File: config.mk
export PLATFORM = sky130hd
export DESIGN_NAME = line_command_payload_framer
export DESIGN_NICKNAME = d
export VERILOG_FILES = /design/src/rtl/lcpf_pkg.sv /design/src/rtl/line_command_payload_framer.sv /design/src/rtl/lcpf_ram.sv
export SDC_FILE = /design/constraint.sdc
export NUM_CORES = 1
export LEC_CHECK = 0
export BUFFER_PORTS_ARGS = -buffer_cell sky130_fd_sc_hd__buf_2
export CAP_MARGIN = 30
export CORE_MARGIN = 8
export CORE_UTILIZATION = 64
export DETAILED_ROUTE_END_ITERATION = 10
export PLACE_DENSITY = 0.85
export RECOVER_POWER = 100
export REMOVE_ABC_BUFFERS = 1
export SLEW_MARGIN = 0
export SYNTH_ARGS = -nofsm -noshare
export SYNTH_HDL_FRONTEND = slang
export SYNTH_SLANG_ARGS = --single-unit
File: constraint.sdc
create_clock -name clk -period 10.2 [get_ports clk]
set_input_delay 2.04 -clock clk [delete_from_list [all_inputs] [get_ports clk]]
set_output_delay 2.04 -clock clk [all_outputs]
set_load 0.02 [all_outputs]
File: src/rtl/lcpf_pkg.sv
// ----------------------------------------------------------------------------
// lcpf_pkg: shared types and constants
// Event codes, receive modes and small character helpers for the line framer.
// ----------------------------------------------------------------------------
package lcpf_pkg;

  typedef enum logic [3:0] {
    EV_DATA          = 4'd0,
    EV_ACK           = 4'd1,
    EV_EMPTY         = 4'd2,
    EV_LOCKED        = 4'd3,
    EV_BADLEN        = 4'd4,
    EV_HDRLONG       = 4'd5,
    EV_PONG_LOCKED   = 4'd6,
    EV_PONG_UNLOCKED = 4'd7,
    EV_ADDR_NONE     = 4'd8,
    EV_ADDR_LOCKED   = 4'd9,
    EV_ADDR_OK       = 4'd10
  } event_t;

  typedef enum logic [1:0] {
    MODE_LINE    = 2'd0,
    MODE_PAYLOAD = 2'd1,
    MODE_DISCARD = 2'd2
  } mode_t;

  localparam logic [7:0] ChLf    = 8'h0a;
  localparam logic [7:0] ChCr    = 8'h0d;
  localparam logic [7:0] ChSpace = 8'h20;
  localparam logic [7:0] ChBrace = 8'h7b;

  // "UNSIGNED " character by position
  function automatic logic [7:0] cmd_unsigned(input logic [3:0] i);
    case (i)
      4'd0: cmd_unsigned = "U";
      4'd1: cmd_unsigned = "N";
      4'd2: cmd_unsigned = "S";
      4'd3: cmd_unsigned = "I";
      4'd4: cmd_unsigned = "G";
      4'd5: cmd_unsigned = "N";
      4'd6: cmd_unsigned = "E";
      4'd7: cmd_unsigned = "D";
      default: cmd_unsigned = " ";
    endcase
  endfunction

  function automatic logic [7:0] cmd_ping(input logic [3:0] i);
    case (i)
      4'd0: cmd_ping = "P";
      4'd1: cmd_ping = "I";
      4'd2: cmd_ping = "N";
      default: cmd_ping = "G";
    endcase
  endfunction

  function automatic logic [7:0] cmd_address(input logic [3:0] i);
    case (i)
      4'd0: cmd_address = "A";
      4'd1: cmd_address = "D";
      4'd2: cmd_address = "D";
      4'd3: cmd_address = "R";
      4'd4: cmd_address = "E";
      4'd5: cmd_address = "S";
      default: cmd_address = "S";
    endcase
  endfunction

  function automatic logic is_ws(input logic [7:0] c);
    is_ws = (c == 8'h20) || (c == 8'h09) || (c == 8'h0b) || (c == 8'h0c);
  endfunction

  function automatic logic is_digit(input logic [7:0] c);
    is_digit = (c >= 8'h30) && (c <= 8'h39);
  endfunction

endpackage

File: src/rtl/line_command_payload_framer.sv
// ----------------------------------------------------------------------------
// line_command_payload_framer: serial command line and payload framer
// Gathers CR/LF lines, decodes PING, ADDRESS and UNSIGNED, forwards payload.
// ----------------------------------------------------------------------------
//  channel  | dir | tdata                              | tuser / tlast
//  s_axis   | in  | [7:0] rx_byte                      | tuser[0] wallet_present,
//           |     |                                    | tuser[1] wallet_open
//  m_axis   | out | [3:0] event_code, [11:4] data_byte | tlast = last
//
// A stored or discarded byte is taken in S_IDLE; a payload byte then passes
// S_DATA. A line end walks the line store through the RAM read port twice,
// one byte per cycle: once for its length, once to parse it (up to LINE_CAP-1
// bytes each); an inline body then passes each byte through S_WAIT and S_BODY.
// s_axis_tready is low during that walk and while a result waits on m_axis.
// Reset returns to line mode, line empty.
module line_command_payload_framer
  import lcpf_pkg::*;
#(
  parameter int MAX_PAYLOAD = 4096,
  parameter int LINE_CAP    = 64
) (
  input  logic        clk,
  input  logic        rst,
  input  logic        s_axis_tvalid,
  output logic        s_axis_tready,
  input  logic [7:0]  s_axis_tdata,   // [7:0] rx_byte
  input  logic [1:0]  s_axis_tuser,   // [0] wallet_present, [1] wallet_open
  output logic        m_axis_tvalid,
  input  logic        m_axis_tready,
  output logic [15:0] m_axis_tdata,   // [3:0] event_code, [11:4] data_byte
  output logic        m_axis_tlast
);

  localparam int AW = $clog2(LINE_CAP);
  localparam int CW = $clog2(LINE_CAP + 1);
  localparam int VW = $clog2(MAX_PAYLOAD + 2);
  localparam logic [CW-1:0] CapLim = CW'(LINE_CAP - 1);
  localparam logic [VW-1:0] MaxVal = VW'(MAX_PAYLOAD);
  localparam logic [6:0] ResLim = 7'd64;

  typedef enum logic [7:0] {
    S_IDLE  = 8'b00000001,
    S_LEN   = 8'b00000010,  // find line length
    S_PARSE = 8'b00000100,  // header, spaces, digits
    S_BODY  = 8'b00001000,  // stream inline body
    S_EMIT  = 8'b00010000,  // emit single pending result
    S_WAIT  = 8'b00100000,  // read latency bubble
    S_DATA  = 8'b01000000,  // emit payload byte then maybe verdict
    S_OUT   = 8'b10000000   // wait for output to drain
  } state_t;

  // parse sub phases
  typedef enum logic [4:0] {
    P_HDR = 5'b00001,
    P_SP1 = 5'b00010,
    P_WS  = 5'b00100,
    P_DIG = 5'b01000,
    P_SP2 = 5'b10000
  } phase_t;

  state_t state;
  phase_t phase;
  mode_t  rx_mode;

  logic [CW-1:0] line_count;
  logic [CW-1:0] len;
  logic [CW-1:0] idx;      // address issued
  logic [CW-1:0] p_pos;
  logic [VW-1:0] val;
  logic          dig_seen;
  logic [VW-1:0] expected_count;
  logic [VW-1:0] received_count;
  logic          first_byte_zero;
  logic          hdr_ok_u, hdr_ok_p, hdr_ok_a;
  logic          present, open;
  logic [7:0]    cur;
  logic [6:0]    nres;
  event_t        pend_code;

  logic          ram_we;
  logic [AW-1:0] ram_waddr, ram_raddr;
  logic [7:0]    rdata;
  logic          rd_valid;   // rdata corresponds to idx-1

  lcpf_ram #(.Width(8), .Depth(LINE_CAP)) u_ram (
    .clk   (clk),
    .we    (ram_we),
    .waddr (ram_waddr),
    .wdata (s_axis_tdata),
    .raddr (ram_raddr),
    .rdata (rdata)
  );

  logic acc_in, out_free;
  assign s_axis_tready = (state == S_IDLE) && !m_axis_tvalid;
  assign acc_in   = s_axis_tvalid && s_axis_tready;
  assign out_free = !m_axis_tvalid || m_axis_tready;

  logic eol;
  assign eol = (s_axis_tdata == ChLf) || (s_axis_tdata == ChCr);

  logic [CW-1:0] rpos;  // position of rdata
  assign rpos = idx - CW'(1);

  assign ram_we    = acc_in && (rx_mode != MODE_PAYLOAD) && (rx_mode != MODE_DISCARD)
                     && !eol && (line_count < CapLim);
  assign ram_waddr = line_count[AW-1:0];
  // body bytes hold their address so rdata stays put while the output stalls
  assign ram_raddr = (state == S_BODY) ? rpos[AW-1:0] : idx[AW-1:0];

  // output register load helper signals
  logic       o_load;
  event_t     o_code;
  logic [7:0] o_byte;
  logic       o_last;

  logic [VW+3:0] val_mul;
  assign val_mul = {val, 3'b000} + {3'b000, val, 1'b0}
                   + (VW+4)'(rdata - 8'h30);

  // sequencer
  always_ff @(posedge clk) begin
    if (rst) begin
      state <= S_IDLE;
      rx_mode <= MODE_LINE;
      line_count <= '0;
      expected_count <= '0;
      received_count <= '0;
      first_byte_zero <= 1'b0;
      m_axis_tvalid <= 1'b0;
      rd_valid <= 1'b0;
      idx <= '0;
    end else begin
      if (m_axis_tvalid && m_axis_tready) m_axis_tvalid <= 1'b0;
      if (o_load) begin
        m_axis_tvalid <= 1'b1;
        m_axis_tdata  <= {4'd0, o_byte, o_code};
        m_axis_tlast  <= o_last;
      end
      rd_valid <= 1'b0;
      case (state)
        S_IDLE: begin
          if (acc_in) begin
            present <= s_axis_tuser[0];
            open    <= s_axis_tuser[1];
            cur     <= s_axis_tdata;
            if (rx_mode == MODE_PAYLOAD) begin
              if (received_count == '0) first_byte_zero <= (s_axis_tdata == 8'd0);
              received_count <= received_count + VW'(1);
              state <= S_DATA;
            end else if (rx_mode == MODE_DISCARD) begin
              if (eol) rx_mode <= MODE_LINE;
            end else begin
              rx_mode <= MODE_LINE;
              if (eol) begin
                if (line_count != '0) begin
                  len <= '0; idx <= '0; state <= S_WAIT;
                  phase <= P_HDR;
                end
              end else if (line_count < CapLim) begin
                line_count <= line_count + CW'(1);
              end else begin
                line_count <= '0;
                rx_mode <= MODE_DISCARD;
                pend_code <= EV_HDRLONG;
                state <= S_EMIT;
              end
            end
          end
        end
        S_DATA: begin
          if (out_free) begin
            if (received_count >= expected_count) begin
              pend_code <= first_byte_zero ? EV_EMPTY : (open ? EV_ACK : EV_LOCKED);
              rx_mode <= MODE_LINE;
              expected_count <= '0;
              received_count <= '0;
              state <= S_EMIT;
            end else begin
              state <= S_IDLE;
            end
          end
        end
        S_EMIT: begin
          if (out_free) state <= S_OUT;
        end
        S_OUT: begin
          if (out_free) state <= S_IDLE;
        end
        S_WAIT: begin
          // issue read of idx, then go to scanning
          idx <= idx + CW'(1);
          rd_valid <= 1'b1;
          state <= (phase == P_HDR && len == '0 && idx == '0) ? S_LEN : S_BODY;
        end
        S_LEN: begin
          // rdata holds line_store[rpos]
          if (rpos >= line_count || rdata == 8'd0) begin
            len <= rpos;
            idx <= '0;
            hdr_ok_u <= 1'b1; hdr_ok_p <= 1'b1; hdr_ok_a <= 1'b1;
            val <= '0; dig_seen <= 1'b0;
            state <= S_PARSE;
            line_count <= '0;
          end else begin
            idx <= idx + CW'(1);
          end
        end
        S_PARSE: begin
          // first cycle after S_LEN re-issues read at idx
          if (!rd_valid) begin
            idx <= idx + CW'(1);
            rd_valid <= 1'b1;
          end else begin
            idx <= idx + CW'(1);
            rd_valid <= 1'b1;
            case (phase)
              P_HDR: begin
                if (rpos < len) begin
                  if (rdata != cmd_unsigned(rpos[3:0]) || rpos > CW'(8)) hdr_ok_u <= 1'b0;
                  if (rpos > CW'(3) || rdata != cmd_ping(rpos[3:0])) hdr_ok_p <= 1'b0;
                  if (rpos > CW'(6) || rdata != cmd_address(rpos[3:0])) hdr_ok_a <= 1'b0;
                end
                if (rpos == CW'(8) || rpos + CW'(1) >= len) begin
                  if (len >= CW'(9) && hdr_ok_u && rpos == CW'(8)
                      && rdata == cmd_unsigned(4'd8)) begin
                    phase <= P_SP1;
                  end else begin
                    rd_valid <= 1'b0;
                    state <= S_EMIT;
                    if (len == CW'(4) && hdr_ok_p && rpos == CW'(3)
                        && rdata == cmd_ping(4'd3))
                      pend_code <= open ? EV_PONG_UNLOCKED : EV_PONG_LOCKED;
                    else if (len == CW'(7) && hdr_ok_a && rpos == CW'(6)
                             && rdata == cmd_address(4'd6))
                      pend_code <= !present ? EV_ADDR_NONE
                                   : (open ? EV_ADDR_OK : EV_ADDR_LOCKED);
                    else state <= S_IDLE;
                  end
                end
              end
              P_SP1: begin
                if (rpos >= len) begin
                  rd_valid <= 1'b0; pend_code <= EV_EMPTY; state <= S_EMIT;
                end else if (rdata == ChSpace) begin
                end else if (rdata == ChBrace) begin
                  rd_valid <= 1'b0; idx <= rpos; p_pos <= rpos;
                  nres <= '0; state <= S_WAIT;
                end else begin
                  p_pos <= rpos;
                  phase <= is_ws(rdata) ? P_WS : (is_digit(rdata) ? P_DIG : P_SP2);
                  if (is_digit(rdata)) begin
                    val <= VW'(rdata - 8'h30); dig_seen <= 1'b1;
                  end
                  if (!is_ws(rdata) && !is_digit(rdata)) begin
                    rd_valid <= 1'b0; idx <= rpos;
                  end
                end
              end
              P_WS: begin
                if (rpos < len && is_ws(rdata)) begin
                end else if (rpos < len && is_digit(rdata)) begin
                  val <= VW'(rdata - 8'h30); dig_seen <= 1'b1; phase <= P_DIG;
                end else begin
                  // no digits: rewind to p
                  rd_valid <= 1'b0; idx <= p_pos; phase <= P_SP2;
                end
              end
              P_DIG: begin
                if (rpos < len && is_digit(rdata)) begin
                  if (val_mul > (VW+4)'(MaxVal)) val <= MaxVal + VW'(1);
                  else val <= val_mul[VW-1:0];
                end else begin
                  rd_valid <= 1'b0; idx <= rpos; phase <= P_SP2;
                end
              end
              P_SP2: begin
                if (rpos < len && rdata == ChSpace) begin
                end else if (rpos < len && rdata == ChBrace) begin
                  rd_valid <= 1'b0; idx <= rpos;
                  nres <= '0; state <= S_WAIT;
                end else begin
                  rd_valid <= 1'b0;
                  if (!dig_seen || val == '0 || val > MaxVal) begin
                    pend_code <= EV_BADLEN; state <= S_EMIT;
                  end else begin
                    expected_count <= val;
                    received_count <= '0;
                    first_byte_zero <= 1'b0;
                    rx_mode <= MODE_PAYLOAD;
                    state <= S_IDLE;
                  end
                end
              end
              default: state <= S_IDLE;
            endcase
          end
        end
        S_BODY: begin
          // rdata holds byte at rpos; hold until output frees
          if (out_free) begin
            if (rpos < len && nres < ResLim - 7'd1) begin
              nres <= nres + 7'd1;
              rd_valid <= 1'b1;
              state <= S_WAIT;
            end else begin
              pend_code <= open ? EV_ACK : EV_LOCKED;
              state <= S_EMIT;
            end
          end
        end
        default: state <= S_IDLE;
      endcase
    end
  end

  // output register loads
  always_comb begin
    o_load = 1'b0;
    o_code = EV_DATA;
    o_byte = 8'd0;
    o_last = 1'b1;
    case (state)
      S_DATA: begin
        o_load = out_free;
        o_byte = cur;
        o_last = received_count < expected_count;
      end
      S_EMIT: begin
        o_load = out_free;
        o_code = pend_code;
      end
      S_BODY: begin
        o_load = out_free && rpos < len && nres < ResLim - 7'd1;
        o_byte = rdata;
        o_last = 1'b0;
      end
      default: o_load = 1'b0;
    endcase
  end

endmodule

File: src/rtl/lcpf_ram.sv
// ----------------------------------------------------------------------------
// lcpf_ram: generic simple dual-port RAM
// One write port and one read port, registered read data.
// ----------------------------------------------------------------------------
module lcpf_ram #(
  parameter int Width = 8,
  parameter int Depth = 64
) (
  input  logic                     clk,
  input  logic                     we,
  input  logic [$clog2(Depth)-1:0] waddr,
  input  logic [Width-1:0]         wdata,
  input  logic [$clog2(Depth)-1:0] raddr,
  output logic [Width-1:0]         rdata
);

  logic [Width-1:0] mem [Depth];

  // write and registered read
  always_ff @(posedge clk) begin
    if (we) begin
      mem[waddr] <= wdata;
    end
    rdata <= mem[raddr];
  end

endmodule

### Word level (Yosys, flattened, before mapping)

Memories as Yosys holds them, arrays and structs flattened. A register that Yosys moved wholly into a read port is not among the register bits.
Index checks and enable logic that the tools add are counted.

* add/sub/neg operators: 10
* order comparisons: 16
* eq/ne operators: 95
* multiplexer cells: 224
* bitwise operators: 3
* reductions and logical operators: 83

Operators by type and width (number)
* $mux 13: 24
* $mux 8: 34
* $mux 7: 31
* $mux 5: 20
* $mux 4: 20
* $pmux 13 s3: 2
* $pmux 8 s8: 1
* $ne 3x3->1 const B: 19
* $pmux 7 s2: 4
* $pmux 7 s4: 2
* $pmux 13 s2: 2
* $ne 2x2->1 const B: 25
* $eq 8x4->1 const B: 6
* $mux 1: 46
* $pmux 5 s4: 2
* $reduce_and 11->1: 3
* $eq 8x7->1 const B: 4
* $mux 2: 16
* $pmux 8 s4: 1
* $reduce_and 16->1: 2
* $add 7x1->7 const B: 4
* $logic_and 1x1->1: 27
* $logic_not 13->1: 2
* $ne 8x8->1: 3
* 75 further kinds: 131

* register bits: 123
* bits in writable memories: 512
* memory bits (read-only): 40
* input bits: 14
* output and inout port bits: 19
* word-level logic and storage cells: 458
* memories kept: 2

Memories
* u_ram.mem: words 64, bits a word 8, rd ports 1, clocked after memory_dff 1, wr ports 1, line lcpf_ram.sv:17 `logic [Width-1:0] mem [Depth];`
* (no name shown): words 8, bits a word 5, rd ports 1, clocked after memory_dff 0, wr ports 0, line lcpf_pkg.sv:34 `case (i)`

### Longest topological paths before layout

* depth in word-level cells: 16
* mapped depth: 18
* mapped depth without buffers: 16

### Hierarchy

Synthesis repeated with hierarchy kept, for this count alone.

* cells, all modules: 2040
* area total of the unflattened synthesis: 29807.3 um^2

Modules (own cells, without submodules)
* lcpf_ram: instances 1, cells an instance 951, area an instance 20223.1 um^2, seq. area each 15534.9 um^2
* line_command_payload_framer: instances 1, cells an instance 1089, area an instance 9584.2 um^2, seq. area each 3163.0 um^2

### Worst setup path after synthesis

Ideal clock, no wire load.

* kind: register to register
* start: register idx[0]
* end: register val[0], enable pin
* data arrival time: 4281 ps
* data required time: 9792 ps
* path slack: 5511 ps
* stages on the path, launching flop included: 14
* path buffers: 0
* period minus slack after synthesis: 4689 ps
* cell sequence: dfxtp_1 > inv_1 > ha_1 > xnor2_1 > inv_1 > ha_1 > a21oi_1 > a21boi_0 > o21ai_0 > o21ai_0 > a21oi_1 > a211o_1 > a211o_1 > a311oi_1

* word-level cells in the longest chain between the ends: 5
* elaborated cells between the ends (all ways): 13
* those cells by class: 1 x add/sub; 3 x order compare; 5 x eq/ne; 4 x reduce/logical

Ends and longest elaborated chain
* start: declaration: line line_command_payload_framer.sv:67 `logic [CW-1:0] idx;`
* start signal: assignment: line line_command_payload_framer.sv:192 `idx <= idx + CW'(1);`
* start signal: assignment: line line_command_payload_framer.sv:206 `idx <= idx + CW'(1);`
* start signal: assignment: line line_command_payload_framer.sv:212 `idx <= idx + CW'(1);`
* $sub 7x1->7 (*): line line_command_payload_framer.sv:103 `assign rpos = idx - CW'(1);`
* via rpos[0]: line line_command_payload_framer.sv:102 `logic [CW-1:0] rpos;`
* $lt 7x7->1 / $ge 7x7->1 (equally long branches)
* $logic_and 1x1->1 (tied with other cells): line line_command_payload_framer.sv:262, line_command_payload_framer.sv:270
* $ne 3x3->1 (no line) / $ne 2x2->1 (equally long branches)
* $reduce_and 12->1 (no line) (*)
* end signal: assignment: line line_command_payload_framer.sv:271 `if (val_mul > (VW+4)'(MaxVal)) val <= MaxVal + VW'(1);`
* end signal: assignment: line line_command_payload_framer.sv:272 `else val <= val_mul[VW-1:0];`
* end: declaration: line line_command_payload_framer.sv:69 `logic [VW-1:0] val;`

Mark *: on every way through the listed nets, which the timed path passes. The rest lies on a longest branch.
A chain may end at the register's enable or synchronous reset.

### Final worst setup path

* start: input s_axis_tdata[1]
* end: register idx[3]

* word-level cells in the longest chain between the ends: 4
* elaborated cells between the ends (all ways): 5
* those cells by class: 3 x eq/ne; 2 x reduce/logical

Ends and longest elaborated chain
* start: declaration: line line_command_payload_framer.sv:26 `input logic [7:0] s_axis_tdata,`
* $eq 8x4->1: line line_command_payload_framer.sv:100 `assign eol = (s_axis_tdata == ChLf) || (s_axis_tdata == ChCr);`
* $logic_or 1x1->1 (*): line line_command_payload_framer.sv:100
* $ne 2x2->1 (no line) (*)
* $reduce_and 6->1 (no line) (*)

Every way passes the cells marked *; elsewhere a longest branch is shown, timed or not.

==> reports/qor.yml <==
finish:
  fill_cells: 3057
  fin_nets: 2653
  synthToLayoutAreaGrowth_pct: 9.01
  diodes: 0
  layout.cells.non_filler: 3212
  final_util_pct: 70.8
  drive_gt1_share_pct: 5.36
worst_hold_path:
  hold_path.class: "reg2reg"
routing:
  wl_per_cell_um: 24.1
  vias: 21600
  drt_iter0_markers: 3024
  drt-total-wl_um: 77400
  dr.pass1.iters: 7
  drcViolationCount: 0
  ant_nets: 0
  avgViaCountPerCell: 6.71
clocking:
  cts.clk_slew.worst_paths_ps: 60
  post_cts_buffers: 0
  clockBufferDepth: 3
  htreeDepth: 3
  cts_buffers: 66
  postCtsHoldBufs: 0
  cts.sinks: 643
  ctsResizeCount: 0
  cts_tree: "done"
  insertion_delay_ps: 630
  cts_root_buf: "clkbuf_16"
power:
  power_frac_seq_pct: 52.4
  p_per_area_nw_per_um2: 172
  switching_power_mw: 1.18
  peakVddDrop_uv: 215
  p_sw_share_pct: 21.3
  comb_power_share_pct: 3.1
  p_total_mw: 5.52
  p_leak_nw: 11.1
  p_int_mw: 4.35
  p_clk_share_pct: 44.5
sta:
  fin_skew_ps: 61.6
  setup_viol: 0
  max_clock_freq_mhz: 144
  hold_slack_ps: 452
  period_share_pct: 67.9
  relSlewSlack_pct: -152
  hold_viol: 0
  final_max_slew_viol_count: 557
  grt_setup_unrepaired: "false"
  max_slew.worst_pin.slew_ps: 3780
  post-route-min-period_ps: 6920
  tns_ps: 0
logic_synthesis:
  synth_ff_type: "edfxtp_1"
  syn_inst: 2563
  syn_area_um2: 29500
  async_reset_ff_share_pct: 0
  ys_types: 90
  ys.warnings.count: 0
  synth-edff-count: 582
  seq_area_frac_synth_pct: 63.4
  synth_area_leaders: "edfxtp_1, nand2_1, dfxtp_1"
  synth_top_cell_area_share_pct: 59.3
  synth_commonest_cells: "edfxtp_1, nand2_1, nand3_1"
  synth.avg_cell_area_um2: 11.5
  ys_ff_latch: 643
  yosysMostFrequentCell: "edfxtp_1"
  yosys.area.top_type: "edfxtp_1"
global_routing:
  antenna_found_initial: 1
  grt_pass1_vias: 20800
  grt_max_degree: 198
  use_met1_pct: 37.2
  met2_usage_pct: 46.3
  grt_pass1_wl_um: 119000
  grt_use_met3_pct: 5.41
  busiest_layer: "met2"
  grtUsageTotal_pct: 28.7
  grt.overflow.total: 0
die:
  ioPinCount: 33
  fp.dieArea_um2: 53200
  die_w_um: 231
  fp.coreArea_um2: 45400
  row_count: 78
  start_util_pct: 65.0
  die-height_um: 231
critical_path:
  critPathCaptureType: "flip-flop"
  max_stage_delay_ps: 1500
  crit_arrival_ps: 7390
  reg2reg_from: "idx[0]$_SDFFE_PP0P_"
  crit_path_start: "s_axis_tdata[1]"
  r2r_end: "u_ram.rdata[2]$_DFF_P_"
  cp.depth: 10
  critical_path_class: "in2reg"
  path_delay_family: "buffers and inverters"
  slowest_stage: "clkbuf_1"
  r2r_slack_ps: 3330
  crit_chain: "clkbuf_1 > clkbuf_1 > nor3b_1 > o211a_1 > nand3b_1 > a21oi_1 > or3b_2 > o21ai_0 > o22ai_1 > o211a_1"
  required_ps: 10670
  crit_end: "idx[3]$_SDFFE_PP0P_"
  worst_r2r_path_depth: 11
  start_kind: "input pin"
  path_max_fanout: 39
  crit_buf_inv: 2
place:
  place.gp.congestion: 0.947
  place_hpwl_um: 47700
  io_buffer_count: 28
  placed_cells: 3088
outcome:
  run_status: "finished with violations"
  violations: "max-capacitance violations, max-slew violations"
flow_run:
  max-cap-violations: 12
-- state kept, by name, summed over array words and instances (netlist names), 7 cells and up --
| signal | flops |
|---|---|
| p_pos | 7 |
| val | 13 |
| received_count | 13 |
| idx | 7 |
| nres | 7 |
| len | 7 |
| cur | 8 |
| m_axis_tdata | 12 |
| expected_count | 13 |
| line_count | 7 |
| u_ram.rdata | 8 |
| state | 8 |
| u_ram.mem | 512 |
-- layer usage --
metal	vias to the layer above	part of all wire (%)
met5	-	0
met4	0	5.3
met3	287	11
met2	1480	47
li1	9479	-
met1	10300	37
-- worst min-delay path, stage by stage, from the launching register on --
cell	delay (ps)
dfxtp_1	310
nand2_1	50
a21oi_1	50
-- worst min path at each step --
| stage | start | slack, ps | depth (start not counted) | endpoint |
|---|---|---|---|---|
| after floorplan | expected_count[10]$_SDFFE_PP0P_ | 430 | 2 | expected_count[10]$_SDFFE_PP0P_ |
| after global placement | expected_count[4]$_SDFFE_PP0P_ | 440 | 2 | expected_count[4]$_SDFFE_PP0P_ |
| after detailed placement | expected_count[1]$_SDFFE_PP0P_ | 450 | 2 | expected_count[1]$_SDFFE_PP0P_ |
| after CTS | expected_count[1]$_SDFFE_PP0P_ | 450 | 2 | expected_count[1]$_SDFFE_PP0P_ |
| after global routing | expected_count[1]$_SDFFE_PP0P_ | 460 | 2 | expected_count[1]$_SDFFE_PP0P_ |
| final | expected_count[4]$_SDFFE_PP0P_ | 450 | 2 | expected_count[4]$_SDFFE_PP0P_ |
-- cell usage in the layout (no fill, tap or decap), types with 8 or more instances in the layout --
| master | instances |
|---|---|
| nor3_1 | 36 |
| a22o_1 | 15 |
| a32oi_1 | 34 |
| fa_1 | 12 |
| and3_1 | 22 |
| conb_1 | 12 |
| or3_1 | 9 |
| xnor2_1 | 25 |
| or2_2 | 8 |
| o31ai_1 | 8 |
| nand2_1 | 534 |
| mux2i_1 | 39 |
| o21ai_0 | 55 |
| inv_1 | 56 |
| clkinv_1 | 16 |
| nand2b_1 | 12 |
| dfxtp_1 | 61 |
| a31oi_1 | 15 |
| buf_4 | 9 |
| clkbuf_1 | 52 |
| clkbuf_16 | 67 |
| a21o_1 | 11 |
| o211ai_1 | 41 |
| and4_1 | 10 |
| nor2b_1 | 10 |
| clkinv_2 | 10 |
| nor4_1 | 24 |
| or4_1 | 9 |
| nand4_1 | 99 |
| nor2_1 | 166 |
| nand3_1 | 227 |
| edfxtp_1 | 582 |
| ha_1 | 68 |
| a21oi_1 | 81 |
| a211oi_1 | 11 |
| xor2_1 | 22 |
-- power by group through the flow --
stage	Clock (mW)	Combinational (mW)	Sequential, mW
after floorplan	0	0.0867	2.94
after CTS	2.47	0.169	2.89
after global placement	0	0.162	2.95
final	2.46	0.171	2.90
after detailed placement	0	0.167	2.95
after global routing	2.56	0.184	2.90
-- stage by stage --
step | area, um^2 | setup WS [ps]
2_1_floorplan | 28900 | 3160
3_3_place_gp | 30100 | 4200
3_5_place_dp | 30100 | 4110
4_1_cts | 32300 | 4430
5_1_grt | 32100 | 3140
6_report | 32100 | 3280
-- cell families (layout without fill, tap and decap cells) --
logic type	Yosys count	count (layout)	share of synthesized area, %
simple gates	1211	1211	19.1
buf+inv	200	238	2.82
mux	39	39	1.32
flops	643	643	63.4
xor+xnor	47	47	1.42
compound gates	342	342	8.15
other cells	1	12	0.0127
fa+ha+maj	80	80	3.70
-- area by class of cell --
type | instances | area (um^2) | share of cell area, %
Clock buffer | 79 | 1740 | 5.42
Clock inverter | 42 | 464 | 1.44
Inverter | 58 | 218 | 0.677
Multi-Input combinational cell | 1731 | 9980 | 31.1
Sequential cell | 643 | 18700 | 58.2
Tap cell | 600 | 751 | 2.34
Timing Repair Buffer | 59 | 280 | 0.872
Note: power is estimated with default switching activity, not from simulation.
